--- config.mk ---
export PLATFORM = sky130hd
export DESIGN_NAME = ncdc_front_flat
export DESIGN_NICKNAME = d
export VERILOG_FILES = /design/src/ncdc_pkg.sv /design/src/ncdc_if.sv /design/src/ncdc_front.sv /design/src/flat_wrapper.sv
export SDC_FILE = /design/constraint.sdc
export NUM_CORES = 1
export LEC_CHECK = 0
export ABC_AREA = 1
export BUFFER_PORTS_ARGS = -buffer_cell sky130_fd_sc_hd__buf_2
export CAP_MARGIN = 20
export CELL_PAD_IN_SITES_DETAIL_PLACEMENT = 2
export CELL_PAD_IN_SITES_GLOBAL_PLACEMENT = 2
export CORE_ASPECT_RATIO = 0.7
export CORE_UTILIZATION = 20
export CTS_BUF_LIST = sky130_fd_sc_hd__clkbuf_4 sky130_fd_sc_hd__clkbuf_8
export CTS_CLUSTER_SIZE = 12
export DETAILED_ROUTE_END_ITERATION = 6
export GPL_TIMING_DRIVEN = 0
export PLACE_DENSITY_LB_ADDON = 0.2
export SETUP_SLACK_MARGIN = 0.4
export SLEW_MARGIN = 20
export SYNTH_ARGS = -nofsm -noshare
export SYNTH_HDL_FRONTEND = slang
export SYNTH_SLANG_ARGS = --single-unit
--- constraint.sdc ---
create_clock -name clk_i -period 4.05 [get_ports clk_i]
set_clock_uncertainty 0.1 [all_clocks]
set_input_delay 0 -clock clk_i [delete_from_list [all_inputs] [get_ports clk_i]]
set_output_delay 0 -clock clk_i [all_outputs]
set_load 0.01 [all_outputs]
--- src/ncdc_pkg.sv ---
// Types, constants and codes for the nearest center distance cost unit
`default_nettype none
package ncdc_pkg;
  localparam int MaxCenters = 16;
  localparam int MaxDim     = 64;
  localparam int CoordBits  = 16;
  localparam int CSlotW     = $clog2(MaxCenters);
  localparam int KSlotW     = $clog2(MaxDim);
  localparam int NcW        = 5;
  localparam int DimW       = 7;
  localparam int MemAw      = CSlotW + KSlotW;
  localparam int DiffW      = CoordBits + 1;
  localparam int SqW        = 2 * DiffW;
  localparam int SumW       = 39;
  localparam int RootW      = 20;
  localparam int DistW      = 19;
  localparam int TotalW     = 48;
  localparam int PaddrW     = 3;
  localparam int QDepth     = 4;
  localparam int QPtrW      = $clog2(QDepth);

  localparam logic [PaddrW-1:0] RegNumCenters = 3'd0;
  localparam logic [PaddrW-1:0] RegDimension  = 3'd4;

  localparam logic [SumW-1:0]   SumMax   = {SumW{1'b1}};
  localparam logic [DistW-1:0]  DistMax  = {DistW{1'b1}};
  localparam logic [TotalW-1:0] TotalMax = {TotalW{1'b1}};

  typedef enum logic [1:0] {
    CMD_LOAD  = 2'd0,
    CMD_POINT = 2'd1,
    CMD_CLEAR = 2'd2,
    CMD_NOP   = 2'd3
  } cmd_e;

  typedef enum logic [2:0] {
    B_IDLE,
    B_RUN,
    B_DRAIN,
    B_SQRT,
    B_OUT
  } back_state_e;

  typedef struct packed {
    cmd_e                        kind;
    logic [CSlotW-1:0]           cslot;
    logic [KSlotW-1:0]           kslot;
    logic signed [CoordBits-1:0] value;
    logic                        last;
  } item_t;

  typedef struct packed {
    logic            start;
    logic [SumW-1:0] operand;
  } sqrt_req_t;

  typedef struct packed {
    logic             done;
    logic [RootW-1:0] root;
  } sqrt_rsp_t;
endpackage
`default_nettype wire

--- src/ncdc_if.sv ---
// Input and result channel interfaces
`default_nettype none
interface ncdc_in_if;
  logic              valid;
  logic              ready;
  logic [1:0]        command;
  logic [3:0]        center_slot;
  logic [5:0]        coord_slot;
  logic signed [15:0] coord_value;
  modport source (output valid, command, center_slot, coord_slot, coord_value, input ready);
  modport sink (input valid, command, center_slot, coord_slot, coord_value, output ready);
endinterface

`default_nettype wire

--- src/ncdc_front.sv ---
// Front end: register port, word intake, classification and point coordinate count
`default_nettype none
module ncdc_front (
  input  wire                             clk_i,
  input  wire                             rst_ni,
  ncdc_in_if.sink                         req_i,
  input  wire                             psel,
  input  wire                             penable,
  input  wire                             pwrite,
  input  wire  [ncdc_pkg::PaddrW-1:0]     paddr,
  input  wire  [31:0]                     pwdata,
  output logic [31:0]                     prdata,
  output logic                            pready,
  input  wire                             q_full_i,
  output logic                            push_o,
  output ncdc_pkg::item_t                 item_o,
  output logic [ncdc_pkg::NcW-1:0]        num_centers_o
);
  import ncdc_pkg::*;

  logic [NcW-1:0]  nc_q;
  logic [DimW-1:0] dim_q;
  logic [DimW-1:0] count_q, count_d;
  logic [DimW-1:0] nd_eff;
  logic [DimW-1:0] count_inc;
  logic            accept;
  logic            is_last;
  cmd_e            kind;

  assign pready        = 1'b1;
  assign num_centers_o = nc_q;
  assign req_i.ready   = !q_full_i;
  assign accept        = req_i.valid && !q_full_i;
  assign kind          = cmd_e'(req_i.command);

  always_comb begin
    case (paddr)
      RegNumCenters: prdata = {{(32-NcW){1'b0}}, nc_q};
      RegDimension:  prdata = {{(32-DimW){1'b0}}, dim_q};
      default:       prdata = '0;
    endcase
  end

  always_comb begin
    if (dim_q == '0) begin
      nd_eff = DimW'(1);
    end else if (dim_q > DimW'(MaxDim)) begin
      nd_eff = DimW'(MaxDim);
    end else begin
      nd_eff = dim_q;
    end
  end

  assign count_inc = count_q + DimW'(1);
  assign is_last   = (count_inc >= nd_eff);

  always_comb begin
    count_d = count_q;
    if (accept && kind == CMD_POINT) begin
      count_d = is_last ? '0 : count_inc;
    end
  end

  // drop the unused command here so the back end never sees it
  assign push_o = accept && (kind != CMD_NOP);

  always_comb begin
    item_o       = '0;
    item_o.kind  = kind;
    item_o.cslot = req_i.center_slot;
    item_o.value = req_i.coord_value;
    item_o.last  = is_last;
    if (kind == CMD_POINT) begin
      item_o.kslot = count_q[DimW-1] ? {KSlotW{1'b1}} : count_q[KSlotW-1:0];
    end else begin
      item_o.kslot = req_i.coord_slot;
    end
  end

  always_ff @(posedge clk_i or negedge rst_ni) begin
    if (!rst_ni) begin
      nc_q    <= NcW'(1);
      dim_q   <= DimW'(2);
      count_q <= '0;
    end else begin
      count_q <= count_d;
      if (psel && penable && pwrite) begin
        case (paddr)
          RegNumCenters: nc_q  <= pwdata[NcW-1:0];
          RegDimension:  dim_q <= pwdata[DimW-1:0];
          default:       ;
        endcase
      end
    end
  end
endmodule
`default_nettype wire

--- src/flat_wrapper.sv ---
// flat-port wrapper written by rule: the top's interface ports become plain ports
module ncdc_front_flat import ncdc_pkg::*;
  (clk_i, rst_ni, psel, penable, pwrite, paddr, pwdata, prdata, pready, q_full_i, push_o, item_o, num_centers_o, req_i_valid, req_i_command, req_i_center_slot, req_i_coord_slot, req_i_coord_value, req_i_ready);
  ncdc_in_if req_i_i ();
  input  wire clk_i;
  input  wire rst_ni;
  input  wire psel;
  input  wire penable;
  input  wire pwrite;
  input  wire  [ncdc_pkg::PaddrW-1:0] paddr;
  input  wire  [31:0] pwdata;
  output logic [31:0] prdata;
  output logic pready;
  input  wire q_full_i;
  output logic push_o;
  output ncdc_pkg::item_t item_o;
  output logic [ncdc_pkg::NcW-1:0] num_centers_o;
  input wire logic [$bits(req_i_i.valid)-1:0] req_i_valid;
  input wire logic [$bits(req_i_i.command)-1:0] req_i_command;
  input wire logic [$bits(req_i_i.center_slot)-1:0] req_i_center_slot;
  input wire logic [$bits(req_i_i.coord_slot)-1:0] req_i_coord_slot;
  input wire logic [$bits(req_i_i.coord_value)-1:0] req_i_coord_value;
  output wire logic [$bits(req_i_i.ready)-1:0] req_i_ready;
  assign req_i_i.valid = req_i_valid;
  assign req_i_i.command = req_i_command;
  assign req_i_i.center_slot = req_i_center_slot;
  assign req_i_i.coord_slot = req_i_coord_slot;
  assign req_i_i.coord_value = req_i_coord_value;
  assign req_i_ready = req_i_i.ready;
  ncdc_front u_core (.clk_i(clk_i), .rst_ni(rst_ni), .req_i(req_i_i), .psel(psel), .penable(penable), .pwrite(pwrite), .paddr(paddr), .pwdata(pwdata), .prdata(prdata), .pready(pready), .q_full_i(q_full_i), .push_o(push_o), .item_o(item_o), .num_centers_o(num_centers_o));
endmodule
### Word-level counts from Yosys, hierarchy flattened

Index checks and enable logic that the tools add are counted.

| operators by class | value |
|---|---|
| reductions and logical operators | 10 |
| eq/ne operators | 3 |
| add/subtract/negate cells | 1 |
| muxes and demuxes | 6 |
| $lt $le $gt $ge | 2 |

Operator list:

| cell | count |
|---|---|
| $mux W7 | 3 |
| $pmux W7 S2 | 1 |
| $mux W6 | 2 |
| $add A7 B1 Y7 const B | 1 |
| $ge A7 B7 Y1 | 1 |
| $gt A7 B7 Y1 const B | 1 |
| $logic_not A7 Y1 | 1 |
| $logic_and A1 B1 Y1 | 5 |
| $reduce_and A2 Y1 | 2 |
| $eq A3 B3 Y1 const B | 1 |
| $logic_not A3 Y1 | 1 |
| $eq A2 B1 Y1 const B | 1 |
| $ne A2 B2 Y1 const B | 1 |
| $logic_not A1 Y1 | 1 |

| storage, ports and cells | value |
|---|---|
| flip-flop bits (word level) | 19 |
| input bits | 70 |

### Depth between registers and ports, before layout

| logic depth | value |
|---|---|
| depth in word-level cells | 5 |
| depth in mapped cells | 13 |

### Worst setup path before layout

Ideal clock, no wire load.

| timing | value |
|---|---|
| kind | reg-to-reg |
| start point | register u_core.count_q[0] |
| end point | register u_core.count_q[5] |
| cell stages (with the launch flop) | 12 |
| clock period less this slack | 1.996 ns |
| setup slack | 2.054 ns |
| required time | 3.873 ns |
| buffers on the path | 0 |
| data arrival time | 1.819 ns |
| path through | dfrtp_1 -> ha_1 -> nand2_1 -> nor2_1 -> nand3_1 -> and2_1 -> ha_1 -> nand2_1 -> inv_1 -> a21oi_1 -> nand2_1 -> o21ai_1 |

| between the ends | value |
|---|---|
| word-level cells in the longest chain between the ends | 3 |

RTL lines:

| element | RTL line | text |
|---|---|---|
| from (decl) | ncdc_front.sv:23 | `logic [DimW-1:0] count_q, count_d;` |
| from (signal assigned) | ncdc_front.sv:86 | `count_q <= count_d;` |
| $add A7 B1 Y7 | ncdc_front.sv:54 | `assign count_inc = count_q + DimW'(1);` |
| $ge A7 B7 Y1 | ncdc_front.sv:55 | `assign is_last = (count_inc >= nd_eff);` |
| via u_core.is_last | ncdc_front.sv:27 | `logic is_last;` |
| $mux W7 | ncdc_front.sv:60 | `count_d = is_last ? '0 : count_inc;` |

The timed path passes the listed nets, and every way through them passes these cells.
A chain may end at the register's enable or synchronous reset.

### Final worst setup path

| timing | value |
|---|---|
| start point | register u_core.count_q[0] |
| end point | output port item_o[0] (netlist bit) |

| between the ends | value |
|---|---|
| word-level cells in the longest chain between the ends | 2 |

RTL lines:

| element | RTL line | text |
|---|---|---|
| $add A7 B1 Y7 | ncdc_front.sv:54 |  |
| $ge A7 B7 Y1 | ncdc_front.sv:55 |  |
| to (decl) | flat_wrapper.sv:16 | `output ncdc_pkg::item_t item_o;` |

Every way passes these cells.

==> out/qor.yml <==
sta:
  fmaxAchievable_mhz: 367.4
  rsz0062_at_grt: "no"
  hold_ws_ns: 0.07161
  hold_viol_final: 0
  finalMaxSlewViolations: 0
  period_needed_ns: 2.722
  setup-violations-final: 0
  period_share_pct: 67.21
  tns_ns: 0
clocking:
  post_cts_resized: 0
  clk_latency_ns: 0.26
  cts_tree: "done"
  cts_max_path_buffers: 2
  clock_sinks: 19
  cts_max_level: 1
  cts_setup_buffers: 0
  ctsRootBufferMaster: "clkbuf_8"
  clkTransAtPathRegs_ns: 0.08
  cts_buffers: 3
synthesis:
  synth_area_leaders: "dfrtp_1 25%, buf_4 22%, nand2_1 12%, inv_1 6.5%, ha_1 6.0%"
  syn-cell-area_um2: 1673
  synth_largest_area_cell: "dfrtp_1"
  synth_top_area_share_pct: 25.43
  ys_seq_area_share_pct: 28.57
  synth-seq-cells: 19
  ys.warnings.count: 0
  ys_types: 26
  syn_inst: 231
  syn_area_per_cell_um2: 7.242
critical_path:
  cp-end-kind: "primary output"
  cp_max_fo: 8
  regToRegEndpoint: "u_core.count_q[1]"
  cp.arrival_ns: 2.62
  crit_type: "flop to primary output"
  worstSetupStartpointType: "flop"
  reg2regPathDepth: 11
  r2r_start: "u_core.count_q[0]"
  timing.reg2reg.setup_slack_ns: 1.66
  required_ns: 3.95
pwr:
  cellPowerDensity_nw_per_um2: 330.3
  peakVddDrop_v: 0.0001060
  power.leakage_nw: 1.335
  switching_share_pct: 40.38
  switching_power_mw: 0.3149
  p_seq_share_pct: 34.0
  p_comb_share_pct: 48.4
  finalPower_mw: 0.7799
  internal_power_mw: 0.4650
  clkPwrFrac_pct: 17.6
placement:
  placed_area_um2: 2225
  gp_congestion: 0.7184
  dpl.hpwl_mm: 4.311
  port_buffers: 67
layout:
  drive_gt1_share_pct: 39.40
  fillers: 998
  most-common-layout-cells: "67 x buf_2, 55 x nand2_1, 50 x buf_4"
  diodes: 0
  final_util_pct: 29.61
  area_delta_synth_final_pct: 41.14
  final_area_um2: 2361
  layout_commonest_cell: "buf_2"
  finish.net_count: 414
routing:
  first_pass_iters: 7
  vias_per_cell: 3.913
  dr_total_vias: 1706
  wirelength_mm: 4.948
  wl_met2_mm: 2.318
  dr.max_layer_used: "met4"
  wire_per_inst_um: 11.35
  wl_met3_um: 273
  drtIter0Drc: 41
  ant_nets: 0
  wl_met1_mm: 2.334
  drc: 10
min_path:
  hold_class: "input pin to flop"
  whs_endpoint: "u_core.dim_q[1]"
  hold_depth: 5
  min-delay-start: "paddr[2]"
floorplanning:
  dieArea_um2: 8740
  die_w_um: 111.3
  die_h_um: 78.52
  start_util_pct: 20.98
  io_pins: 139
  rows: 27
  coreArea_um2: 7973
global_route:
  gr-total-overflow: 0
  grt_pass1_vias: 1702
  grt_pass1_wl_mm: 8.155
  antenna_found_initial: 0
  groute.usage.overall_pct: 11.62
  grt_max_degree: 20
status:
  violations: "DRC"
  run_status: "complete, but fails checks"
run:
  drv_cap: 0
routing by layer:
layer | track usage (%) | up-vias
met3 | 2.394 | 2
met2 | 19.31 | 50
met1 | 15.23 | 792
li1 | - | 862
met5 | 0 | -
met4 | 3.243 | 0
critical path: stages (launching register included):
cell and delay [ns]:
dfrtp_1 0.44, ha_1 0.25, nand2_1 0.09, nor2_1 0.12, nand3_1 0.10, and2_1 0.18, ha_1 0.30, nand2_1 0.11
inv_1 0.05, a21oi_1 0.13, nand2_1 0.23, buf_4 0.22, buf_2 0.13
registers in the layout, indices dropped and copies added (netlist names):
signal / count
u_core.count_q: 7
u_core.dim_q: 7
u_core.num_centers_o: 5
how the worst max path moves through the flow:
| stage | from | end | cells past startpoint |
|---|---|---|---|
| 5_1_grt | u_core.count_q[0] | item_o[0] | 12 |
| 6_report | u_core.count_q[0] | item_o[0] | 12 |
| 3_3_place_gp | u_core.count_q[0] | item_o[0] | 12 |
| 4_1_cts | u_core.count_q[0] | item_o[0] | 12 |
| 2_1_floorplan | u_core.count_q[0] | u_core.count_q[5] | 11 |
| 3_5_place_dp | u_core.count_q[0] | item_o[0] | 12 |
power groups by stage:
stage	Clock, mW	Combinational [mW]	Sequential (mW)
global placement	0	0.367	0.270
detailed placement	0	0.379	0.270
CTS	0.149	0.389	0.267
global route	0.159	0.436	0.272
floorplan	0	0.251	0.268
finish	0.137	0.377	0.265
what timing repair did:
item | 4_1_cts | 5_1_grt
setup endpoints to repair | 0 | 0
hold buffers | 9 | 0
hold endpoints to repair | 33 | 0
cell type report:
cell class / instances / area, um2 / area share (%)
tap: 101 / 126.4 / 5.352
sequential: 19 / 478.0 / 20.24
inverter: 30 / 112.6 / 4.769
clock buffer: 3 / 41.29 / 1.749
buffer: 51 / 386.6 / 16.38
multi-input combinational: 155 / 785.8 / 33.28
clock inverter: 1 / 5.005 / 0.2120
timing repair buffer: 76 / 425.4 / 18.02
through the flow:
stage | setup slack [ns] | std cells
2_1_floorplan | 2.054 | 255
3_3_place_gp | 1.607 | 423
3_5_place_dp | 1.575 | 423
4_1_cts | 1.243 | 436
5_1_grt | 1.024 | 436
6_report | 1.328 | 436
synthesized netlist by cell type, drive strengths merged:
cell type / count
nand2: 57
buf: 51
inv: 30
o21ai: 24
dfrtp: 17
nor2: 15
ha: 8
nand3: 6
o22ai: 5
a31oi: 4
a21oi: 2
and2: 2
conb: 2
dfstp: 2
nand4: 2
a211oi: 1
nand3b: 1
nor3: 1
xor2: 1
cell families (layout without fill, tap and decap cells):
logic type                 Yosys count  after routing  synth area share, %
adders and majority gates            8              8                5.984
other                                2             26               0.4489
and+or+nand+nor                     84             84                22.81
buffers and inverters               81            161                29.84
AOI/OAI and AO/OA                   36             36                11.82
xor gates and xnor gates             1              1               0.5237
DFF                                 19             19                28.57
Note: power is estimated with default switching activity, not from simulation.
