## src/ncdc_pkg.sv

```systemverilog
// Types, constants and codes for the nearest center distance cost unit
`default_nettype none
package ncdc_pkg;
  localparam int MaxCenters = 16;
  localparam int MaxDim     = 64;
  localparam int CoordBits  = 16;
  localparam int CSlotW     = $clog2(MaxCenters);
  localparam int KSlotW     = $clog2(MaxDim);
  localparam int NcW        = 5;
  localparam int DimW       = 7;
  localparam int MemAw      = CSlotW + KSlotW;
  localparam int DiffW      = CoordBits + 1;
  localparam int SqW        = 2 * DiffW;
  localparam int SumW       = 39;
  localparam int RootW      = 20;
  localparam int DistW      = 19;
  localparam int TotalW     = 48;
  localparam int PaddrW     = 3;
  localparam int QDepth     = 4;
  localparam int QPtrW      = $clog2(QDepth);

  localparam logic [PaddrW-1:0] RegNumCenters = 3'd0;
  localparam logic [PaddrW-1:0] RegDimension  = 3'd4;

  localparam logic [SumW-1:0]   SumMax   = {SumW{1'b1}};
  localparam logic [DistW-1:0]  DistMax  = {DistW{1'b1}};
  localparam logic [TotalW-1:0] TotalMax = {TotalW{1'b1}};

  typedef enum logic [1:0] {
    CMD_LOAD  = 2'd0,
    CMD_POINT = 2'd1,
    CMD_CLEAR = 2'd2,
    CMD_NOP   = 2'd3
  } cmd_e;

  typedef enum logic [2:0] {
    B_IDLE,
    B_RUN,
    B_DRAIN,
    B_SQRT,
    B_OUT
  } back_state_e;

  typedef struct packed {
    cmd_e                        kind;
    logic [CSlotW-1:0]           cslot;
    logic [KSlotW-1:0]           kslot;
    logic signed [CoordBits-1:0] value;
    logic                        last;
  } item_t;

  typedef struct packed {
    logic            start;
    logic [SumW-1:0] operand;
  } sqrt_req_t;

  typedef struct packed {
    logic             done;
    logic [RootW-1:0] root;
  } sqrt_rsp_t;
endpackage
`default_nettype wire

```

## src/ncdc_isqrt.sv

```systemverilog
// Iterative floored square root, two radicand bits a cycle
`default_nettype none
module ncdc_isqrt (
  input  wire                 clk_i,
  input  wire                 rst_ni,
  input  ncdc_pkg::sqrt_req_t req_i,
  output ncdc_pkg::sqrt_rsp_t rsp_o
);
  import ncdc_pkg::*;

  logic [SumW-1:0] rem_q, res_q, bit_q;
  logic            done_q;
  logic [SumW:0]   trial;

  assign trial      = {1'b0, res_q} + {1'b0, bit_q};
  assign rsp_o.done = done_q;
  assign rsp_o.root = res_q[RootW-1:0];

  always_ff @(posedge clk_i) begin
    if (req_i.start) begin
      rem_q <= req_i.operand;
      res_q <= '0;
    end else if (bit_q != '0) begin
      if ({1'b0, rem_q} >= trial) begin
        rem_q <= rem_q - trial[SumW-1:0];
        res_q <= (res_q >> 1) + bit_q;
      end else begin
        res_q <= res_q >> 1;
      end
    end
  end

  always_ff @(posedge clk_i or negedge rst_ni) begin
    if (!rst_ni) begin
      bit_q  <= '0;
      done_q <= 1'b0;
    end else begin
      done_q <= 1'b0;
      if (req_i.start) begin
        bit_q <= SumW'(1) << (SumW - 1);
      end else if (bit_q != '0) begin
        bit_q  <= bit_q >> 2;
        done_q <= (bit_q == SumW'(1));
      end
    end
  end
endmodule
`default_nettype wire

```

## config.mk

```make
export PLATFORM = sky130hd
export DESIGN_NAME = ncdc_isqrt
export DESIGN_NICKNAME = d
export VERILOG_FILES = /design/src/ncdc_pkg.sv /design/src/ncdc_isqrt.sv
export SDC_FILE = /design/constraint.sdc
export NUM_CORES = 1
export LEC_CHECK = 0
export ABC_CLOCK_PERIOD_IN_PS = 12200
export BUFFER_PORTS_ARGS = -buffer_cell sky130_fd_sc_hd__buf_4
export CORE_ASPECT_RATIO = 0.7
export CORE_MARGIN = 3
export CORE_UTILIZATION = 30
export DETAILED_ROUTE_END_ITERATION = 16
export SYNTH_ARGS = -nofsm -noshare
export SYNTH_HDL_FRONTEND = slang
export SYNTH_SLANG_ARGS = --single-unit
```

## constraint.sdc

```tcl
create_clock -name clk_i -period 12.2 [get_ports clk_i]
set_input_delay 0 -clock clk_i [delete_from_list [all_inputs] [get_ports clk_i]]
set_output_delay 0 -clock clk_i [all_outputs]
set_load 0.01 [all_outputs]
```

Word-level counts from Yosys, hierarchy flattened --
Cells that the tools add are included.
Cells by class: $lt $le $gt $ge 1, equal/unequal tests 1, reductions and logical operators 4, mux-type cells 8, add/sub/neg operators 3
Operators with widths (count):
- 39-bit 2-to-1 mux | 6
- 39-bit by 39-bit adder with 40-bit output | 1
- 39-bit by 40-bit greater-or-equal comparator with 1-bit output | 1
- 38-bit by 39-bit adder with 39-bit output | 1
- 39-bit by 1-bit equality test with 1-bit output (second input constant) | 1
- 39-bit nonzero test | 1
- 39-bit subtractor | 1
- 2-bit nonzero test | 2
- 1-bit 2-to-1 mux | 2
- 2-bit AND reduction | 1
Word-level totals: bits in registers 118, logic and storage cells 21, output and inout port bits 21, input bits 42

Logic depth before layout (Yosys ltp) --
Gate-level depths: netlist (run 1).
word-level depth 5, mapped depth 22, mapped depth without buffers 20

Least setup slack after synthesis (run 1) --
Ideal clock, no wire load.
path kind register to register, from reg bit_q[0], to reg rem_q[0] (enable), cell stages (with the launch flop) 22, arrival 6747 ps, path buffers 2, library setup time 489 ps, setup slack 4964 ps, cell sequence dfrtp_1 -> ha_1 -> ha_1 -> a21o_1 -> a31oi_1 -> o31ai_1 -> a31oi_1 -> a21boi_0 -> and3_1 -> o21ai_0 -> xor2_1 -> ha_1 -> and3_1 -> nand2_1 -> nor4_4 -> o21ai_1 -> nand3_2 -> a21oi_4 -> or2_1 -> buf_4 -> buf_6 -> o21ai_0
Between the ends: word-level cells in the longest chain between the ends 4
RTL lines:
- from (decl) | RTL line ncdc_isqrt.sv:11 | logic [SumW-1:0] rem_q, res_q, bit_q;
- from (signal assigned) | RTL line ncdc_isqrt.sv:40 | bit_q <= SumW'(1) << (SumW - 1);
- from (signal assigned) | RTL line ncdc_isqrt.sv:42 | bit_q <= bit_q >> 2;
- 39-bit by 39-bit adder with 40-bit output | RTL line ncdc_isqrt.sv:15 | assign trial = {1'b0, res_q} + {1'b0, bit_q};
- 39-bit by 40-bit greater-or-equal comparator with 1-bit output | RTL line ncdc_isqrt.sv:24 | if ({1'b0, rem_q} >= trial) begin
- 2-bit nonzero test (no line)
- 2-bit AND reduction (no line) (*)
- to (signal assigned) | RTL line ncdc_isqrt.sv:21 | rem_q <= req_i.operand;
- to (signal assigned) | RTL line ncdc_isqrt.sv:25 | rem_q <= rem_q - trial[SumW-1:0];
- to (decl) | RTL line ncdc_isqrt.sv:11
Mark *: on every way between the ends. The rest lies on a longest branch, timed or not. A chain may end at the register's enable or synchronous reset.

Worst setup path in the final report (run 1) --
from reg bit_q[0], to reg rem_q[38] (enable)
The elaborated chain is that of the path after synthesis.

==> impl_metrics.env, run 1 <==
export IMPL_cts_root_buf="clkbuf_16"
export IMPL_io_pins=63
export IMPL_antenna_found_initial=0
export IMPL_grt_pass1_wl_um=41100
export IMPL_fillers=2903
export IMPL_hold_buffers=37
export IMPL_vias=8155
export IMPL_fp_dieW_um=211
export IMPL_worst_setup_path_start_kind="register"
export IMPL_syn_inst=1059
export IMPL_ys_seq_area_share_pct=28.0
export IMPL_dieArea_um2=31600
export IMPL_synth_net_count=1182
export IMPL_cp_num_buf_inv=2
export IMPL_clkLatencyLatePin_ns=0.36
export IMPL_rows=51
export IMPL_place_area_um2=9470
export IMPL_cts_buffers=9
export IMPL_synth_edf_count=39
export IMPL_cts_sinks=99
export IMPL_dp_hpwl_um=19100
export IMPL_setup_tns_ns=0
export IMPL_wl_per_cell_um=17.2
export IMPL_worstSetupPathType="register to register"
export IMPL_fin_skew_ns=0.0102
export IMPL_worst_slew_pin_slew_ns=1.07
export IMPL_powerDensity_nw_per_um2=223
export IMPL_die_height_um=150
export IMPL_rsz0062_at_grt="false"
export IMPL_cpMaxStageDelayCell="o31ai_1"
export IMPL_synth_cell_types=81
export IMPL_worstPathMaxFanout=39
export IMPL_coreArea_um2=28400
export IMPL_gr_usage_all_layers_pct=16.1
export IMPL_crit_required_ns=12.19
export IMPL_ctsResizeCount=0
export IMPL_hp_class="primary input to register"
export IMPL_cts_max_level=3
export IMPL_p_leak_nw=3.86
export IMPL_period_minus_slack_ns=6.33
export IMPL_area_growth_pct=14.4
export IMPL_post_cts_setup_buffers=0
export IMPL_start_util_pct=31.2
export IMPL_status="finished, final reports clean"
export IMPL_crit_path_end_kind="register"
export IMPL_cts_tree="yes"
export IMPL_grt_max_degree=54
export IMPL_drv_cap=0
export IMPL_drv_slew=0
export IMPL_layout_nets=1230
export IMPL_worstPathArrival_ns=6.33
export IMPL_synthArstFlopShare_pct=21.2
export IMPL_slew_headroom_pct=28.7
export IMPL_fin_crit_sh_pct=51.9
export IMPL_synth_ff_type="edfxtp_1"
export IMPL_drtIter0Drc=628
export IMPL_grt_pass1_vias=7473
export IMPL_final_hold_viol_count=0
export IMPL_crit_top_cell="ha_1"
export IMPL_fmax_mhz=158
export IMPL_io_buffers=62
export IMPL_ant_nets=0
export IMPL_clk_pin_slew_worst_paths_ns=0.08
export IMPL_place_congestion=0.895
export IMPL_wl_um=25500
export IMPL_drt_first_pass_iters=5
export IMPL_ys_seq_elements=99
export IMPL_syn_cell_area_um2=8850
export IMPL_final_setup_viol_count=0
export IMPL_grt_ovfl_total=0
export IMPL_drc=0
export IMPL_path_cells="ha_1 > ha_1 > a21o_1 > a31oi_1 > o31ai_1 > a31oi_1 > a21boi_0 > and3_1 > o21ai_0 > xor2_1 > ha_1 > and3_1 > nand2_1 > nor4_4 > o21ai_1 > nand3_2 > a21oi_4 > buf_4 > or2_1 > o21ai_4 > buf_4"
export IMPL_post_synth_cell_area_avg_um2=8.36
export IMPL_yosys_warnings=0
export IMPL_via_per_inst=5.50
export IMPL_cts_buffer_depth=2
export IMPL_design_area_um2=10100
export IMPL_crit_family="compound AO/OA/AOI/OAI gates"
export IMPL_ir_worst_vdd_mv=0.0886
export IMPL_drive_gt1_share_pct=10.3
export IMPL_slowest_delay_ns=0.73
[routing by layer]
layer | routed length, µm | global-route usage [%] | vias to the layer above | part of all wire (%)
met1 | 13400 | 24.7 | 3887 | 53
met3 | 1500 | 3.31 | 18 | 5.9
li1 | - | - | 4022 | -
met5 | 0 | 0 | - | 0
met2 | 10400 | 23.5 | 228 | 41
met4 | 221 | 2.64 | 0 | 0.87
[worst paths after layout]
path                                       start                    end  slack [ns]  depth (start not counted)
setup / recovery            bit_q[0]$_DFFE_PN0P_    rem_q[38]$_DFFE_PP_        5.87                         21
hold / removal                         req_i[10]    rem_q[10]$_DFFE_PP_       0.004                          3
setup reg to reg            bit_q[0]$_DFFE_PN0P_    rem_q[38]$_DFFE_PP_        5.87                         21
hold reg to reg            res_q[0]$_SDFFE_PP0P_  res_q[0]$_SDFFE_PP0P_        0.50                          2
max in group asynchronous                 rst_ni   bit_q[2]$_DFFE_PN0P_       11.89                          2
min in group asynchronous                 rst_ni  bit_q[28]$_DFFE_PN0P_        0.07                          2
[flip-flops by register name (all words and copies together) (netlist names)]
register,cells
bit_q,20
done_q,1
rem_q,39
res_q,39
[stage by stage]
stage               util, %  worst slack [ns]  power (mW)  hold slack [ns]  std cells
floorplan                 -              4.96        1.65           -0.296       1059
global placement       33.3              6.15        1.93          -0.0858       1430
detailed placement     33.3              6.02        1.95          -0.0822       1430
CTS                    35.7              5.96        2.26          0.00818       1483
global route           35.7              5.40        2.45           0.0326       1483
finish                 35.7              5.87        2.26          0.00356       1484
[layout by cell type, fill, tap and decap left out, types with 29 or more instances in the layout]
cell type	Yosys	layout
a211oi_1	35	35
a21oi_1	55	55
a31oi_1	38	38
buf_4	26	69
dfxtp_1	39	39
dlygate4sd3_1	0	37
edfxtp_1	39	39
ha_1	80	80
nand2_1	108	108
nor2_1	80	80
nor3_1	29	29
o21ai_0	93	92
xnor2_1	52	52
xor2_1	35	35
[cells by family (layout without fill, tap and decap cells)]
family / count (synthesis) / count (layout) / share of synthesized area, %
multiplexers: 16 / 16 / 1.89
AND/OR/NAND/NOR: 342 / 342 / 19.2
AO/OA/AOI/OAI: 339 / 339 / 25.3
buffers and inverters: 95 / 148 / 5.43
other: 0 / 1 / 0
XOR/XNOR: 87 / 87 / 8.61
flip-flops: 99 / 99 / 28.0
adder cells (fa/ha/maj): 81 / 81 / 11.5
[where the power goes]
part / switching (mW) / total (mW) / internal, mW / leakage (nW)
Clock: 0.142 / 0.294 / 0.152 / 0.142
Sequential: 0.0833 / 0.566 / 0.483 / 1.00
Combinational: 0.843 / 1.40 / 0.558 / 2.72
[tightest hold or removal path, stage by stage]
cell     delay (ns)
buf_4          0.08
nand2_1        0.07
o21ai_0        0.10
[final cells by class]
class                      count  area (µm²)  share of cell area [%]
timing repair buffer         106         888                    8.77
clock buffer                  11         254                    2.51
tap                          371         464                    4.58
inverter                      26        97.6                   0.964
antenna                        1        2.50                  0.0247
sequential                    99        2480                    24.5
multi-input combinational    865        5910                    58.3
clock inverter                 5        33.8                   0.334
[cells in the mapped netlist (22+ instances only)]
library cell    n  area [µm²]
a21oi_1        55         275
nand2_1       108         405
buf_4          26         195
edfxtp_1       39        1170
dfxtp_1        39         781
inv_1          25        93.8
nor2b_1        25         156
a211oi_1       35         263
ha_1           80        1000
o21ai_0        93         465
clkbuf_1       32         120
nor2_1         80         300
xor2_1         35         307
xnor2_1        52         455
a31oi_1        38         238
a21o_1         22         165
nor3_1         29         145
Power figures use the tool's default switching activity.
==> inputs of run 2 (changes only) <==
--- a/config.mk
+++ b/config.mk
@@ -5,7 +5,8 @@
 export SDC_FILE = /design/constraint.sdc
 export NUM_CORES = 1
 export LEC_CHECK = 0
-export ABC_CLOCK_PERIOD_IN_PS = 12200
+export ABC_AREA = 1
+export ABC_CLOCK_PERIOD_IN_PS = 5300
 export BUFFER_PORTS_ARGS = -buffer_cell sky130_fd_sc_hd__buf_4
 export CORE_ASPECT_RATIO = 0.7
 export CORE_MARGIN = 3
==> constraint.sdc (replaced) <==
create_clock -name clk_i -period 5.3 [get_ports clk_i]
set_input_delay 0 -clock clk_i [delete_from_list [all_inputs] [get_ports clk_i]]
set_output_delay 0 -clock clk_i [all_outputs]
set_load 0.01 [all_outputs]
==> impl_metrics.env, run 2 <==
export IMPL_coreArea_um2=35000
export IMPL_start_util_pct=30.8
export IMPL_rows=57
export IMPL_final_core_util_pct=35.2
export IMPL_worst_slew_pin_slew_ns=0.959
export IMPL_crit_path_end_kind="register"
export IMPL_antenna_found_initial=0
export IMPL_power_frac_comb_pct=65.1
export IMPL_clkLatencyLatePin_ns=0.39
export IMPL_grt_max_degree=82
export IMPL_die_height_um=165
export IMPL_drv_cap=0
export IMPL_syn_inst=1755
export IMPL_dieArea_um2=38200
export IMPL_place_ws_ns=0.728
export IMPL_ys_seq_elements=99
export IMPL_period_minus_slack_ns=4.77
export IMPL_dp_hpwl_um=32300
export IMPL_n_antenna_cell=0
export IMPL_ctsResizeCount=0
export IMPL_met1_length_um=20800
export IMPL_worstPathArrival_ns=4.91
export IMPL_final_cell_mix="507 x nand2_1, 247 x inv_1, 192 x nor2_1, 148 x nand3_1, 106 x a21oi_1"
export IMPL_final_hold_viol_count=0
export IMPL_hp_class="primary input to async pin"
export IMPL_wl_met2_um=14700
export IMPL_powerDensity_nw_per_um2=483
export IMPL_fin_skew_ns=0.0153
export IMPL_synth_top_area_cell="nand2_1"
export IMPL_drt_first_pass_iters=6
export IMPL_power_net_switching_mw=3.10
export IMPL_gr_usage_all_layers_pct=20.7
export IMPL_yosys_warnings=0
export IMPL_synth_top_cells_by_count="507 x nand2_1, 247 x inv_1, 192 x nor2_1"
export IMPL_fp_dieW_um=232
export IMPL_clk_pin_slew_worst_paths_ns=0.08
export IMPL_r2r_end="rem_q[35]$_DFFE_PP_"
export IMPL_grt_ovfl_total=0
export IMPL_fin_ws_ns=0.530
export IMPL_setup_tns_ns=0
export IMPL_synthArstFlopShare_pct=21.2
export IMPL_total_power_mw=5.95
export IMPL_status="finished, final reports clean"
export IMPL_intPower_mw=2.85
export IMPL_top_regs="rem_q x39, res_q x39, bit_q x20"
export IMPL_area_growth_pct=14.3
export IMPL_cts_root_buf="clkbuf_16"
export IMPL_wl_um=39600
export IMPL_whs_ns=0.0372
export IMPL_syn_cell_area_um2=10800
export IMPL_cts_tree="yes"
export IMPL_ir_worst_vdd_mv=0.224
export IMPL_cts_sinks=99
export IMPL_via_per_inst=5.09
export IMPL_worst_setup_path_start_kind="register"
export IMPL_layout_nets=1946
export IMPL_grt_pass1_vias=10500
export IMPL_io_buffers=62
export IMPL_synth_net_count=1878
export IMPL_wl_met3_um=3950
export IMPL_worstSetupPathType="register to register"
export IMPL_drive_gt1_share_pct=6.73
export IMPL_fin_crit_sh_pct=90.0
export IMPL_fmax_mhz=210
export IMPL_rsz0062_at_grt="false"
export IMPL_cts_max_level=3
export IMPL_cts_buffers=9
export IMPL_io_pins=63
export IMPL_post_cts_setup_buffers=0
export IMPL_synth_edf_count=39
export IMPL_r2r_start="bit_q[0]$_DFFE_PN0P_"
export IMPL_place_congestion=0.979
export IMPL_ant_nets=0
export IMPL_slew_headroom_pct=35.4
export IMPL_rrSetupSlack_ns=0.53
export IMPL_wl_per_cell_um=17.2
export IMPL_worstPathMaxFanout=5
export IMPL_synth_most_common_cell="nand2_1"
export IMPL_final_setup_viol_count=0
export IMPL_synthTopCellsByArea="nand2_1 18%, edfxtp_1 11%, ha_1 9.3%"
export IMPL_p_sw_share_pct=52.1
export IMPL_cts_buffer_depth=2
export IMPL_dr_max_layer_used="met4"
export IMPL_synth_top_area_share_pct=17.7
export IMPL_grt_pass1_wl_um=60800
export IMPL_p_leak_nw=5.57
export IMPL_drtIter0Drc=1376
export IMPL_synth_cell_types=50
export IMPL_vias=11700
export IMPL_drv_slew=0
export IMPL_p_clk_share_pct=12.4
export IMPL_final_common_cell="nand2_1"
export IMPL_ys_seq_area_share_pct=23.0
export IMPL_drc=0
export IMPL_synth_ff_type="edfxtp_1"
export IMPL_ff2ff_path_depth=23
export IMPL_post_synth_cell_area_avg_um2=6.14
export IMPL_seq_power_share_pct=22.4
export IMPL_crit_required_ns=5.44
==> run 2: critical path, stage by stage (launching register included) <==
cell,delay (ns)
dfrtp_1,0.39
ha_1,0.25
ha_1,0.23
nand2_1,0.09
a21oi_1,0.48
nand2_1,0.10
nand2_1,0.13
nand2_1,0.06
nand2_1,0.11
nand2_1,0.07
nand2_1,0.14
xnor2_1,0.10
ha_1,0.37
nand2_1,0.14
nor2_1,0.15
inv_1,0.09
nor2_1,0.16
inv_1,0.10
nor4_1,0.64
nand3_1,0.35
nand3_1,0.18
nand2_1,0.06
nand3_1,0.08
nand2_1,0.06
==> run 2: metal layers <==
metal / global-route usage [%] / vias up
met1: 33.8 / 5428
met2: 27.6 / 489
met3: 4.17 / 15
met4: 2.60 / 0
li1: - / 5785
met5: 0 / -
==> run 2: final cells by class <==
class | instances | area (µm²)
Multi-Input combinational cell | 1348 | 7000
Sequential cell | 99 | 2480
Fill cell | 3869 | 22700
Clock buffer | 12 | 278
Tap cell | 472 | 591
Clock inverter | 4 | 37.5
Inverter | 251 | 942
Timing Repair Buffer | 114 | 981
==> run 2: kinds of logic after synthesis <==
kind of cell,synth area share [%]
fa+ha+maj,9.48
simple gates,35.8
xor+xnor,5.77
compound gates,13.8
flops,23.0
buf+inv,12.2
==> run 2: worst max-delay path by stage <==
stage	slack [ns]	cells past startpoint	from	end
after global placement	0.78	22	res_q[8]$_SDFFE_PP0P_	rem_q[35]$_DFFE_PP_
after global routing	0.18	23	bit_q[0]$_DFFE_PN0P_	rem_q[35]$_DFFE_PP_
after detailed placement	0.73	23	res_q[18]$_SDFFE_PP0P_	res_q[3]$_SDFFE_PP0P_
final	0.53	23	bit_q[0]$_DFFE_PN0P_	rem_q[35]$_DFFE_PP_
after floorplan	0.37	26	bit_q[0]$_DFFE_PN0P_	rem_q[0]$_DFFE_PP_
after CTS	0.71	23	res_q[18]$_SDFFE_PP0P_	res_q[3]$_SDFFE_PP0P_
==> run 2: power groups by stage <==
| stage | Sequential, mW | Combinational [mW] | Clock [mW] |
|---|---|---|---|
| finish | 1.33 | 3.87 | 0.739 |
| global route | 1.36 | 4.37 | 0.780 |
| CTS | 1.34 | 3.81 | 0.753 |
| detailed placement | 1.35 | 3.77 | 0 |
| global placement | 1.34 | 3.73 | 0 |
| floorplan | 1.26 | 2.88 | 0 |
==> run 2: timing repair <==
item / 4_1_cts / 5_1_grt
hold endpoints to repair: 60 / 0
hold buffers: 40 / 0
endpoints found under the setup margin: 0 / 0
==> run 2: metrics by stage <==
stage | instance area (µm²) | instances
final | 12300 | 2300
after CTS | 12300 | 2300
after global routing | 12300 | 2300
after detailed placement | 11600 | 2244
after global placement | 11600 | 2244
after floorplan | 10800 | 1755
