**config.mk**
```make
export PLATFORM = sky130hd
export DESIGN_NAME = ncdc_queue
export DESIGN_NICKNAME = d
export VERILOG_FILES = /design/src/ncdc_pkg.sv /design/src/ncdc_queue.sv
export SDC_FILE = /design/constraint.sdc
export NUM_CORES = 1
export LEC_CHECK = 0
export BUFFER_PORTS_ARGS = -buffer_cell sky130_fd_sc_hd__clkbuf_2
export CORE_ASPECT_RATIO = 0.7
export CORE_MARGIN = 1.5
export CORE_UTILIZATION = 53
export CTS_BUF_LIST = sky130_fd_sc_hd__clkbuf_4 sky130_fd_sc_hd__clkbuf_8
export CTS_CLUSTER_DIAMETER = 80
export DETAILED_ROUTE_END_ITERATION = 10
export GPL_ROUTABILITY_DRIVEN = 0
export MAX_ROUTING_LAYER = met4
export PLACE_DENSITY_LB_ADDON = 0.2
export SLEW_MARGIN = 10
export SYNTH_ARGS = -nofsm -noshare
export SYNTH_HDL_FRONTEND = slang
export SYNTH_SLANG_ARGS = --single-unit
```
**constraint.sdc**
```tcl
create_clock -name clk_i -period 1.9 [get_ports clk_i]
set_clock_uncertainty 0.1 [all_clocks]
set_input_delay 0.285 -clock clk_i [delete_from_list [all_inputs] [get_ports clk_i]]
set_output_delay 0.285 -clock clk_i [all_outputs]
set_load 0.03 [all_outputs]
```
**src/ncdc_pkg.sv**
```systemverilog
// Types, constants and codes for the nearest center distance cost unit
`default_nettype none
package ncdc_pkg;
  localparam int MaxCenters = 16;
  localparam int MaxDim     = 64;
  localparam int CoordBits  = 16;
  localparam int CSlotW     = $clog2(MaxCenters);
  localparam int KSlotW     = $clog2(MaxDim);
  localparam int NcW        = 5;
  localparam int DimW       = 7;
  localparam int MemAw      = CSlotW + KSlotW;
  localparam int DiffW      = CoordBits + 1;
  localparam int SqW        = 2 * DiffW;
  localparam int SumW       = 39;
  localparam int RootW      = 20;
  localparam int DistW      = 19;
  localparam int TotalW     = 48;
  localparam int PaddrW     = 3;
  localparam int QDepth     = 4;
  localparam int QPtrW      = $clog2(QDepth);

  localparam logic [PaddrW-1:0] RegNumCenters = 3'd0;
  localparam logic [PaddrW-1:0] RegDimension  = 3'd4;

  localparam logic [SumW-1:0]   SumMax   = {SumW{1'b1}};
  localparam logic [DistW-1:0]  DistMax  = {DistW{1'b1}};
  localparam logic [TotalW-1:0] TotalMax = {TotalW{1'b1}};

  typedef enum logic [1:0] {
    CMD_LOAD  = 2'd0,
    CMD_POINT = 2'd1,
    CMD_CLEAR = 2'd2,
    CMD_NOP   = 2'd3
  } cmd_e;

  typedef enum logic [2:0] {
    B_IDLE,
    B_RUN,
    B_DRAIN,
    B_SQRT,
    B_OUT
  } back_state_e;

  typedef struct packed {
    cmd_e                        kind;
    logic [CSlotW-1:0]           cslot;
    logic [KSlotW-1:0]           kslot;
    logic signed [CoordBits-1:0] value;
    logic                        last;
  } item_t;

  typedef struct packed {
    logic            start;
    logic [SumW-1:0] operand;
  } sqrt_req_t;

  typedef struct packed {
    logic             done;
    logic [RootW-1:0] root;
  } sqrt_rsp_t;
endpackage
`default_nettype wire

```
**src/ncdc_queue.sv**
```systemverilog
// Short queue of classified words between front and back
`default_nettype none
module ncdc_queue (
  input  wire             clk_i,
  input  wire             rst_ni,
  input  wire             push_i,
  input  ncdc_pkg::item_t item_i,
  output logic            full_o,
  input  wire             pop_i,
  output logic            valid_o,
  output ncdc_pkg::item_t item_o
);
  import ncdc_pkg::*;

  item_t            mem_q [QDepth];
  logic [QPtrW:0]   wr_q, rd_q;

  assign full_o  = (wr_q[QPtrW] != rd_q[QPtrW]) && (wr_q[QPtrW-1:0] == rd_q[QPtrW-1:0]);
  assign valid_o = (wr_q != rd_q);
  assign item_o  = mem_q[rd_q[QPtrW-1:0]];

  always_ff @(posedge clk_i) begin
    if (push_i) begin
      mem_q[wr_q[QPtrW-1:0]] <= item_i;
    end
  end

  always_ff @(posedge clk_i or negedge rst_ni) begin
    if (!rst_ni) begin
      wr_q <= '0;
      rd_q <= '0;
    end else begin
      if (push_i) begin
        wr_q <= wr_q + 1'b1;
      end
      if (pop_i) begin
        rd_q <= rd_q + 1'b1;
      end
    end
  end
endmodule
`default_nettype wire

```
Word-level counts from Yosys, hierarchy flattened
Memories as Yosys holds them, arrays and structs flattened.
Cells that the tools add are included.
Word-level totals
  bits in registers: 6
  bits in writable memories: 116
  input port bits: 33
  output and inout bits: 31
  logic and storage cells: 11
  memories kept: 1
Memory list
  mem_q: depth 4, width 29, read ports 1, clocked after memory_dff 0, wr ports 1, line ncdc_queue.sv:15  | item_t mem_q [QDepth];
Operators by class
  add/sub/neg operators: 2
  equal/unequal tests: 3
  muxes and demuxes: 2
  reductions and logical operators: 1
Operators by type and width (count)
  3-bit by 1-bit adder with 3-bit output, second input constant: 2
  3-bit inequality test: 1
  2-bit equality test: 1
  1-bit 2-to-1 mux: 2
  1-bit logical AND: 1
  1-bit inequality test: 1

Depth between registers and ports, before layout
Gate-level depths: netlist (run 1).
  word-level depth: 2
  depth in mapped cells: 4
  gate-level depth less buffers: 4

Worst setup path after synthesis (run 1)
No wires, ideal clock.
  path kind: flip-flop to flip-flop
  from: register wr_q[0]
  to: memory mem_q[2][0] in the netlist's numbering (enable)
  library setup time: 0.389 ns
  arrival: 1.363 ns
  required time: 1.411 ns
  setup slack: 0.048 ns
  stages on the path, launching flop included: 4
  buffers on the path: 0
  period minus slack after synthesis: 1.852 ns
  path through: dfrtp_1 -> inv_1 -> ha_1 -> and2_1
RTL lines
  from (decl): line ncdc_queue.sv:16  | logic [QPtrW:0] wr_q, rd_q;
  from (signal assigned): line ncdc_queue.sv:34  | wr_q <= wr_q + 1'b1;
  to (decl): line ncdc_queue.sv:15
Straight into the memory's write port.

==> results of run 1 <==
==> cell type report <==
cell class,instances,area (µm²),share of cell area (%)
Timing Repair Buffer,112,1161,18.55
Sequential cell,122,3635,58.07
Clock buffer,17,234.0,3.738
Clock inverter,13,225.2,3.598
Tap cell,101,126.4,2.019
Inverter,2,7.507,0.1199
Multi-Input combinational cell,51,870.8,13.91
==> power breakdown <==
| group | internal (mW) | total [mW] | switching, mW | leakage [nW] |
|---|---|---|---|---|
| Combinational | 2.37 | 4.67 | 2.30 | 0.913 |
| Sequential | 3.53 | 3.71 | 0.182 | 1.14 |
| Clock | 1.67 | 2.65 | 0.981 | 0.223 |
==> cells in the final DEF, fill, tap and decap left out <==
master	n
and2_1	4
and3b_1	1
buf_12	4
buf_16	2
buf_4	11
buf_8	26
bufinv_16	6
clkbuf_2	32
clkbuf_8	23
clkinv_1	2
clkinv_2	1
clkinv_4	1
clkinvlp_4	2
dfrtp_1	5
dfrtp_2	1
dlygate4sd3_1	31
edfxtp_1	116
ha_1	5
inv_1	2
inv_6	1
mux2_2	1
mux4_2	29
nand2_1	2
nand3_2	1
o21ai_0	1
xnor2_1	2
xnor2_2	1
xnor2_4	1
xor2_1	3
==> metal layers <==
layer	wire length [µm]	share of wire, %	vias to the layer above	global-route usage (%)
met3	408	4.8	17	6.943
met5	0	0	-	-
met4	115	1.4	0	9.750
met1	3502	41	1136	25.88
li1	-	-	1009	-
met2	4446	52	61	34.40
==> critical path, cell delays in order (launching register included) <==
cell and delay (ns):
dfrtp_2 0.39, buf_12 0.14, buf_12 0.13, mux4_2 0.55, buf_8 0.16
==> what timing repair did <==
item | CTS | global route
pin swaps | 0 | 0
endpoints found under the hold margin | 123 | 0
resized for setup | 67 | 29
endpoints found under the setup margin | 31 | 31
gates cloned | 2 | 0
setup buffers | 4 | 0
hold buffers | 31 | 0
==> sequential cells by signal (all words and copies together) (netlist names) <==
| name | cells |
|---|---|
| mem_q | 116 |
| rd_q | 3 |
| wr_q | 3 |
==> through the flow <==
| step | hold slack, ns | setup slack, ns | instances |
|---|---|---|---|
| after floorplan | -0.1106 | 0.04807 | 181 |
| after global placement | 0.02076 | 0.1362 | 351 |
| after detailed placement | 0.02059 | 0.07882 | 351 |
| after CTS | 0.003339 | -0.3032 | 418 |
| after global routing | 0.03864 | -0.3545 | 418 |
| final | 0.02178 | -0.2979 | 418 |
==> cell families (layout without fill, tap and decap cells) <==
group                      Yosys count  count (layout)  share of synthesized area (%)
DFF                                122             122                          80.15
muxes                               30              30                          14.74
and+or+nand+nor                      8               8                          1.021
buffers and inverters                8             144                          1.242
xor gates and xnor gates             7               7                          1.352
adders and majority gates            5               5                          1.380
AOI/OAI and AO/OA                    1               1                         0.1103
==> final timing paths <==
check / from / end / slack, ns / cells after the start
worst max-delay path: rd_q[0] / item_o[14] / -0.30 / 4
worst max register to register: wr_q[0] / mem_q[1][24] / 0.25 / 3
min in group asynchronous: rst_ni / wr_q[1] / 0.13 / 2
worst min register to register: rd_q[2] / rd_q[2] / 0.39 / 1
max in group asynchronous: rst_ni / rd_q[0] / 1.40 / 2
worst min-delay path: push_i / wr_q[0] / 0.02 / 2
==> run metrics, run 1 <==
Main synth FF type=edfxtp_1; f_max=455.0 MHz; initial DRC count=95; max cap viols=0; Ys Warns=0; overall power=about 11 mW; Syn-to-layout area delta=38.09%; Syn Inst Count=around 180; Setup WS post-layout=-0.2979 ns; CTS tree=built; worst-margin pin slew=0.3569 ns; Final Hold Viols=0; DRT Pass-1 Iters=4; Post-synth EDFFs=between 100 and 150; Chip Height=approximately 80 µm; share of cells above drive strength 1=between 40 and 50%; Tightest Hold Check Type=in2reg; DP Area=a little over 5000 µm²; vias in the first global route=between 2000 and 2500; I/O pins=between 60 and 70; global route total overflow=0; Final ANT Viol Nets=0; largest net degree at the start of global routing=31; VDD IR-drop max=1063 µV; status=finished, violations left; drt total wl=between 8000 and 9000 µm; design area=6260 µm²; Netlist cell types=16; minimum clock period=approximately 2.2 ns; failing checks=negative setup slack; Slew Limit Fails=0; PortBufs=between 60 and 70; syn nets=roughly 220; Longest Clk Path Bufs=2; final cycle utilization of the critical path=115.7%; number of diodes=0; CTS Sinks=around 120; largest area contributor in the netlist=edfxtp_1; fill cell count=~390; H-tree levels=4; final net count=approximately 340; startpoint types=register; Tot GR Track Use=a little over a fifth; Core ar.=between 8000 and 9000 µm²; per-cell routed wire length=20.27 µm; Clock transition at path regs=~0.060 ns; Syn Area/Cell=25.04 µm²; CP max FO=6; ranking of synthesized cells by area=edfxtp_1 77%, mux4_2 14%, dfrtp_1 3.3%; Vias=2223; WS Path Type=reg2out; Clk Latency, worst-skew pair=between 0.4 and 0.5 ns; initial antenna violation count=0; Post-Synthesis Cell Area=roughly 4500 µm²; die width=about 110 µm; unrepaired setup endpoints after global routing=true; DRC Markers=0; critical path data arrival time=1.81 ns; clock tree root buffer cell=clkbuf_8; Initial Util=roughly 56%; WP data required=roughly 1.5 ns; Synth top cells by count=116 x edfxtp_1, 28 x mux4_2, 6 x dfrtp_1; first-pass GRT wire length=~13000 µm; post-DP HPWL=between 4000 and 5000 µm; Rows=27; Num CTS Buffers=17; Synth top area share=76.84%; Seq/Total Area, Yosys=80.15%; fin util=a little under 80%; #FFs+latches synth=122; Post-Route Setup TNS=-7.784 ns; CP endpoint kind=output pin; vias per cell=around 5.3; Async SR Flop Fraction=under 10%; LEAKAGE=2.272 nW; PD cells=1763 nW/µm²; die area=just over 9000 µm²; final setup violation count=31; count leader, synth=edfxtp_1; relative slew slack=about three quarters
Note: power is estimated with default switching activity, not from simulation.
==> run 2: changes to the inputs <==
--- a/config.mk
+++ b/config.mk
@@ -5,10 +5,11 @@
 export SDC_FILE = /design/constraint.sdc
 export NUM_CORES = 1
 export LEC_CHECK = 0
+export ABC_AREA = 1
 export BUFFER_PORTS_ARGS = -buffer_cell sky130_fd_sc_hd__clkbuf_2
 export CORE_ASPECT_RATIO = 0.7
 export CORE_MARGIN = 1.5
-export CORE_UTILIZATION = 53
+export CORE_UTILIZATION = 54
 export CTS_BUF_LIST = sky130_fd_sc_hd__clkbuf_4 sky130_fd_sc_hd__clkbuf_8
 export CTS_CLUSTER_DIAMETER = 80
 export DETAILED_ROUTE_END_ITERATION = 10
==> run metrics, run 2 <==
status=finished, violations left (unchanged); failing checks=negative setup slack (unchanged); Psw=4.305 mW (was 3.464 mW); CP max FO=6 (unchanged); #FFs+latches synth=122 (unchanged); critical path data arrival time=1.67 ns (was 1.81 ns); die width=119.0 µm (was 113.5 µm); R2R Path Start=wr_q[0] (unchanged); count leader, synth=nand2_1 (was edfxtp_1); slowest CP cell=dfrtp_2 (was mux4_2); vias per cell=4.782 (was 5.318); Syn Inst Count=444 (was 181); dpl cells=625 (was 351); Comb power frac=49.6% (was 42.3%); max cap viols=0 (unchanged); largest net degree at the start of global routing=79 (was 31); Synth top cells by count=191 x nand2_1, 116 x edfxtp_1, 39 x inv_1 (was 116 x edfxtp_1, 28 x mux4_2, 6 x dfrtp_1); final net count=595 (was 344); global route total overflow=0 (unchanged); per-cell routed wire length=14.70 µm (was 20.27 µm); WP data required=1.51 ns (about the same); clock tree root buffer cell=clkbuf_8 (unchanged); Initial Util=55.80% (was 56.14%); Setup WS pre-CTS=0.2621 ns (was 0.07882 ns); Layout Cells excl Fill=694 (was 418); critical path, cell by cell=clkinv_4, buf_4, nand2_1, nand2_1, nand2_1, nand2_1, clkbuf_8 (was buf_12, buf_12, mux4_2, buf_8); Post-synth EDFFs=116 (unchanged); area occupied by multi-input gates=1212 µm² (was 870.8 µm²); most common cell after layout, fill and taps aside=nand2_1 (was edfxtp_1); CTS tree=built (unchanged); worst hold slack=0.05002 ns (was 0.02178 ns); LEAKAGE=2.859 nW (was 2.272 nW); relative slew slack=81.43% (was 76.21%); Syn-to-layout area delta=30.92% (was 38.09%); syn nets=482 (was 219); Tot GR Track Use=21.78% (was 21.65%); Syn Area/Cell=11.45 µm² (was 25.04 µm²); PortBufs=63 (unchanged); DRT Pass-1 Iters=4 (unchanged); first-pass GRT wire length=15780 µm (was 13110 µm); Sequential Power Share=33.7% (was 33.6%); minimum clock period=2.057 ns (was 2.198 ns); Setup WS post-layout=-0.1565 ns (was -0.2979 ns); number of diodes=0 (unchanged); CP startpoint=rd_q[0] (unchanged); I/O pins=64 (unchanged); final setup violation count=30 (was 31); fill cell count=612 (was 392); initial DRC count=179 (was 95); Worst R2R Setup Slack=0.36 ns (was 0.25 ns); hold depth=2 (unchanged); VDD IR-drop max=1123 µV (was 1063 µV); Slew Limit Fails=0 (unchanged); WS Path Type=reg2out (unchanged); Final Hold Viols=0 (unchanged); design area=6654 µm² (was 6260 µm²); worst hold start=push_i (unchanged); H-tree levels=4 (unchanged); Final ANT Viol Nets=0 (unchanged); startpoint types=register (unchanged); Clock transition at path regs=0.06 ns (about the same); Clk Latency, worst-skew pair=0.42 ns (was 0.43 ns); share of cells above drive strength 1=22.81% (was 45.11%); Largest register FFs=116 (unchanged); Vias=3319 (was 2223); DRC Markers=0 (unchanged); f_max=486.3 MHz (was 455.0 MHz); Synth top area share=68.54% (was 76.84%); die area=10010 µm² (was 9125 µm²); Main synth FF type=edfxtp_1 (unchanged); overall power=11.01 mW (was 11.03 mW); commonest non-fill, non-tap cells in the layout=176 x nand2_1, 116 x edfxtp_1, 38 x inv_1 (was 116 x edfxtp_1, 32 x clkbuf_2, 31 x dlygate4sd3_1); Rows=29 (was 27); Reg2Reg Depth=5 (was 3); register area=3635 µm² (unchanged); Clock power frac=16.7% (was 24.0%); vias in the first global route=3288 (was 2440); ranking of synthesized cells by area=edfxtp_1 69%, nand2_1 14%, or2_0 3.3% (was edfxtp_1 77%, mux4_2 14%, dfrtp_1 3.3%); post-DP HPWL=5315 µm (was 4977 µm); PD cells=1655 nW/µm² (was 1763 nW/µm²); initial antenna violation count=0 (unchanged); largest area contributor in the netlist=edfxtp_1 (unchanged); Slowest Stage Delay on Critical Path=0.51 ns (was 0.55 ns); Crit path top cell by count=nand2_1 (was buf_12); Async SR Flop Fraction=4.918% (unchanged); Reg-to-Reg End=mem_q[2][27] (was mem_q[1][24]); Sw Share=39.10% (was 31.40%); worst-margin pin slew=0.2786 ns (was 0.3569 ns); Core ar.=9107 µm² (was 8074 µm²); Seq/Total Area, Yosys=71.49% (was 80.15%); Post-Synthesis Cell Area=5082 µm² (was 4533 µm²); unrepaired setup endpoints after global routing=true (unchanged); drt total wl=10200 µm (was 8472 µm); DP Area=5595 µm² (was 5055 µm²); Netlist cell types=16 (unchanged); Chip Height=84.17 µm (was 80.38 µm); P_int=6.706 mW (was 7.568 mW); final cycle utilization of the critical path=108.2% (was 115.7%); Num CTS Buffers=17 (unchanged); WHS Endpoint=wr_q[0] (unchanged); Tightest Hold Check Type=in2reg (unchanged); CP endpoint kind=output pin (unchanged); Ys Warns=0 (unchanged); Longest Clk Path Bufs=2 (unchanged); CTS Sinks=122 (unchanged)
==> run 2: final cells by class <==
type,instances,area share (%)
clock buffers,20,3.855
clock inverters,12,0.8838
inverters,40,2.332
multi-input cells,262,18.22
flip-flops and latches,122,54.63
well taps,124,2.332
repair buffers,114,17.75
==> run 2: metrics by stage <==
| stage | utilization, % | TNS (ns) |
|---|---|---|
| CTS | 71.49 | -4.556 |
| detailed placement | 61.44 | 0 |
| global placement | 61.44 | 0 |
| finish | 73.06 | -3.300 |
| global route | 73.06 | -6.020 |
| floorplan | - | 0 |
==> run 2: kinds of logic after synthesis <==
| family | Yosys count | synth area share [%] |
|---|---|---|
| XOR/XNOR | 4 | 0.6892 |
| buffers and inverters | 60 | 5.687 |
| flip-flops | 122 | 71.49 |
| AND/OR/NAND/NOR | 251 | 20.70 |
| AO/OA/AOI/OAI | 2 | 0.1970 |
| adder cells (fa/ha/maj) | 5 | 1.231 |
==> run 2: worst max-delay path by stage <==
| stage | end |
|---|---|
| after floorplan | mem_q[2][0] |
| after global placement | item_o[8] |
| after detailed placement | item_o[27] |
| after CTS | item_o[8] |
| after global routing | item_o[8] |
| final | item_o[5] |
==> run 2: layer usage <==
metal / vias up / track usage (%) / share of wire, %
met3: 16 / 5.231 / 5.8
met1: 1529 / 27.50 / 44
met2: 105 / 33.77 / 49
li1: 1669 / - / -
met4: 0 / 10.30 / 1.4
met5: - / - / 0
==> run 2: power groups by stage <==
stage | clock network, mW | registers, mW | logic, mW
2_1_floorplan | 0 | 3.70 | 2.95
6_report | 1.84 | 3.71 | 5.46
4_1_cts | 1.87 | 3.68 | 4.98
3_3_place_gp | 0 | 3.71 | 4.03
5_1_grt | 1.97 | 3.76 | 5.92
3_5_place_dp | 0 | 3.73 | 4.09
==> run 2: critical path, delay by kind of cell (launching register included) <==
family	cells	cell delay (ns)
buf+inv	3	0.45
flops	1	0.51
simple gates	4	0.28
==> run 2: timing repair <==
action,in CTS,in global routing
setup endpoints to repair,31,31
hold endpoints to repair,123,0
cloned,0,3
gates resized for setup,65,42
pin swaps,4,8
hold buffers,31,0
setup buffers,2,2
==> run 3: changes to the inputs <==
--- a/config.mk
+++ b/config.mk
@@ -15,7 +15,7 @@
 export DETAILED_ROUTE_END_ITERATION = 10
 export GPL_ROUTABILITY_DRIVEN = 0
 export MAX_ROUTING_LAYER = met4
-export PLACE_DENSITY_LB_ADDON = 0.2
+export PLACE_DENSITY = 0.83
 export SLEW_MARGIN = 10
 export SYNTH_ARGS = -nofsm -noshare
 export SYNTH_HDL_FRONTEND = slang
==> run metrics, run 3 (synthesized netlist as in run 2, its figures left out) <==
status=finished, violations left (unchanged); failing checks=negative setup slack (unchanged); Psw=4.223 mW (was 4.305 mW); vias per cell=4.862 (was 4.782); I/O pins=64 (unchanged); final cycle utilization of the critical path=107.4% (was 108.2%); drt total wl=10070 µm (was 10200 µm); Clock power frac=18.2% (was 16.7%); P_int=6.729 mW (was 6.706 mW); global route total overflow=0 (unchanged); Slew Limit Fails=0 (unchanged); unrepaired setup endpoints after global routing=true (unchanged); CP max FO=48 (was 6); DP Area=5600 µm² (was 5595 µm²); Post-Route Setup TNS=-2.532 ns (was -3.300 ns); PortBufs=63 (unchanged); fill cell count=608 (was 612); critical path, cell by cell=buf_12, or2_0, nand3_1, nand2_1, clkbuf_8 (was clkinv_4, buf_4, nand2_1, nand2_1, nand2_1, nand2_1, clkbuf_8); number of diodes=0 (unchanged); first-pass GRT wire length=16770 µm (was 15780 µm); most common cell after layout, fill and taps aside=nand2_1 (unchanged); Longest Clk Path Bufs=2 (unchanged); PD cells=1661 nW/µm² (was 1655 nW/µm²); max cap viols=0 (unchanged); commonest non-fill, non-tap cells in the layout=177 x nand2_1, 116 x edfxtp_1, 39 x inv_1 (was 176 x nand2_1, 116 x edfxtp_1, 38 x inv_1); startpoint types=register (unchanged); Largest register FFs=116 (unchanged); Num CTS Buffers=17 (unchanged); Clk Latency, worst-skew pair=0.42 ns (about the same); Syn-to-layout area delta=29.71% (was 30.92%); WS Path Type=reg2out (unchanged); largest net degree at the start of global routing=49 (was 79); Setup WS post-layout=-0.1405 ns (was -0.1565 ns); Initial Util=55.80% (unchanged); hold depth=2 (unchanged); initial antenna violation count=0 (unchanged); Core ar.=9107 µm² (unchanged); WP data required=1.51 ns (about the same); H-tree levels=4 (unchanged); CTS tree=built (unchanged); Final Hold Viols=0 (unchanged); CTS Sinks=122 (unchanged); Final ANT Viol Nets=0 (unchanged); share of cells above drive strength 1=22.02% (was 22.81%); fin util=72.39% (was 73.06%); overall power=10.95 mW (was 11.01 mW); Reg2Reg Depth=5 (unchanged); die area=10010 µm² (unchanged); Tightest Hold Check Type=in2reg (unchanged); final setup violation count=31 (was 30); slowest CP cell=dfrtp_2 (unchanged); DRC Markers=0 (unchanged); vias in the first global route=3443 (was 3288); die width=119.0 µm (unchanged); Buf/Inv on CP=2 (was 3); minimum clock period=2.040 ns (was 2.057 ns); Vias=3340 (was 3319); Clock transition at path regs=0.06 ns (about the same); clock tree root buffer cell=clkbuf_8 (unchanged); crit-path leading delay family=flip-flops (unchanged); setup bufs post-CTS=0 (was 2); LEAKAGE=2.827 nW (was 2.859 nW); VDD IR-drop max=1031 µV (was 1123 µV); Slowest Stage Delay on Critical Path=0.45 ns (was 0.51 ns); relative slew slack=85.29% (was 81.43%); Sw Share=38.56% (was 39.10%); worst hold slack=0.03555 ns (was 0.05002 ns); critical path data arrival time=1.66 ns (was 1.67 ns); design area=6593 µm² (was 6654 µm²); Sequential Power Share=33.7% (about the same); DRT Pass-1 Iters=5 (was 4); per-cell routed wire length=14.65 µm (was 14.70 µm); final net count=589 (was 595); f_max=490.1 MHz (was 486.3 MHz); CP endpoint kind=output pin (unchanged); Rows=29 (unchanged); post-DP HPWL=5678 µm (was 5315 µm); initial DRC count=255 (was 179); Critical Path Stages=5 (was 7); Comb power frac=48.1% (was 49.6%); worst-margin pin slew=0.2206 ns (was 0.2786 ns); Chip Height=84.17 µm (unchanged); Tot GR Track Use=23.25% (was 21.78%)
==> run 3: cell count changes in the layout (fill, tap and decap cells not counted), sizes merged <==
cell    change
inv         +1
clkbuf      +2
clkinv      -4
buf         -7
bufinv      +1
==> run 3: power groups by stage <==
stage / Clock, mW / Combinational (mW) / Sequential (mW)
floorplan: 0 / 2.95 / 3.70
global placement: 0 / 4.03 / 3.72
detailed placement: 0 / 4.12 / 3.75
CTS: 2.04 / 5.01 / 3.69
global route: 2.17 / 5.72 / 3.74
finish: 1.99 / 5.27 / 3.69
==> run 3: layer usage <==
metal  vias to the layer above  part of all wire, %  GRT usage (%)  wire length, µm
met1                      1565                   42          28.41             4229
met2                       109                   51          37.32             5142
met3                         7                  6.3          7.337              631
met4                         0                 0.62          7.667               62
met5                         -                    0              -                0
li1                       1659                    -              -                -
==> run 3: worst register-to-register path, delay by kind of cell, from the launching register on <==
kind | cells | cell delay, ns
buf+inv | 3 | 0.46
fa+ha+maj | 1 | 0.17
flops | 1 | 0.45
simple gates | 1 | 0.06
==> run 3: area by class of cell <==
cell class,count,area (µm²),share of cell area (%)
tap,124,155.1,2.353
clock buffer,21,264.0,4.005
timing repair buffer,108,1110,16.83
clock inverter,10,78.83,1.196
inverter,40,150.1,2.277
multi-input combinational,262,1200,18.20
sequential,122,3635,55.13
==> run 3: final timing paths <==
kind / from / end / slack [ns]
min reg2reg: rd_q[2] / rd_q[2] / 0.47
max: rd_q[0] / item_o[11] / -0.14
max reg2reg: wr_q[0] / mem_q[0][26] / 0.34
min in group asynchronous: rst_ni / wr_q[0] / 0.13
min: push_i / wr_q[0] / 0.04
max in group asynchronous: rst_ni / rd_q[0] / 1.39
==> run 3: timing repair <==
action | 4_1_cts | 5_1_grt
setup endpoints to repair | 31 | 31
hold buffers | 31 | 0
gates resized for setup | 65 | 28
pin swaps | 3 | 2
gates cloned | 1 | 0
endpoints found under the hold margin | 123 | 0
==> run 3: metrics by stage <==
| step | setup slack [ns] | std cells |
|---|---|---|
| after detailed placement | 0.2776 | 624 |
| final | -0.1405 | 687 |
| after global placement | 0.3080 | 624 |
| after CTS | -0.1676 | 687 |
| after global routing | -0.2504 | 687 |
| after floorplan | 0.1447 | 444 |
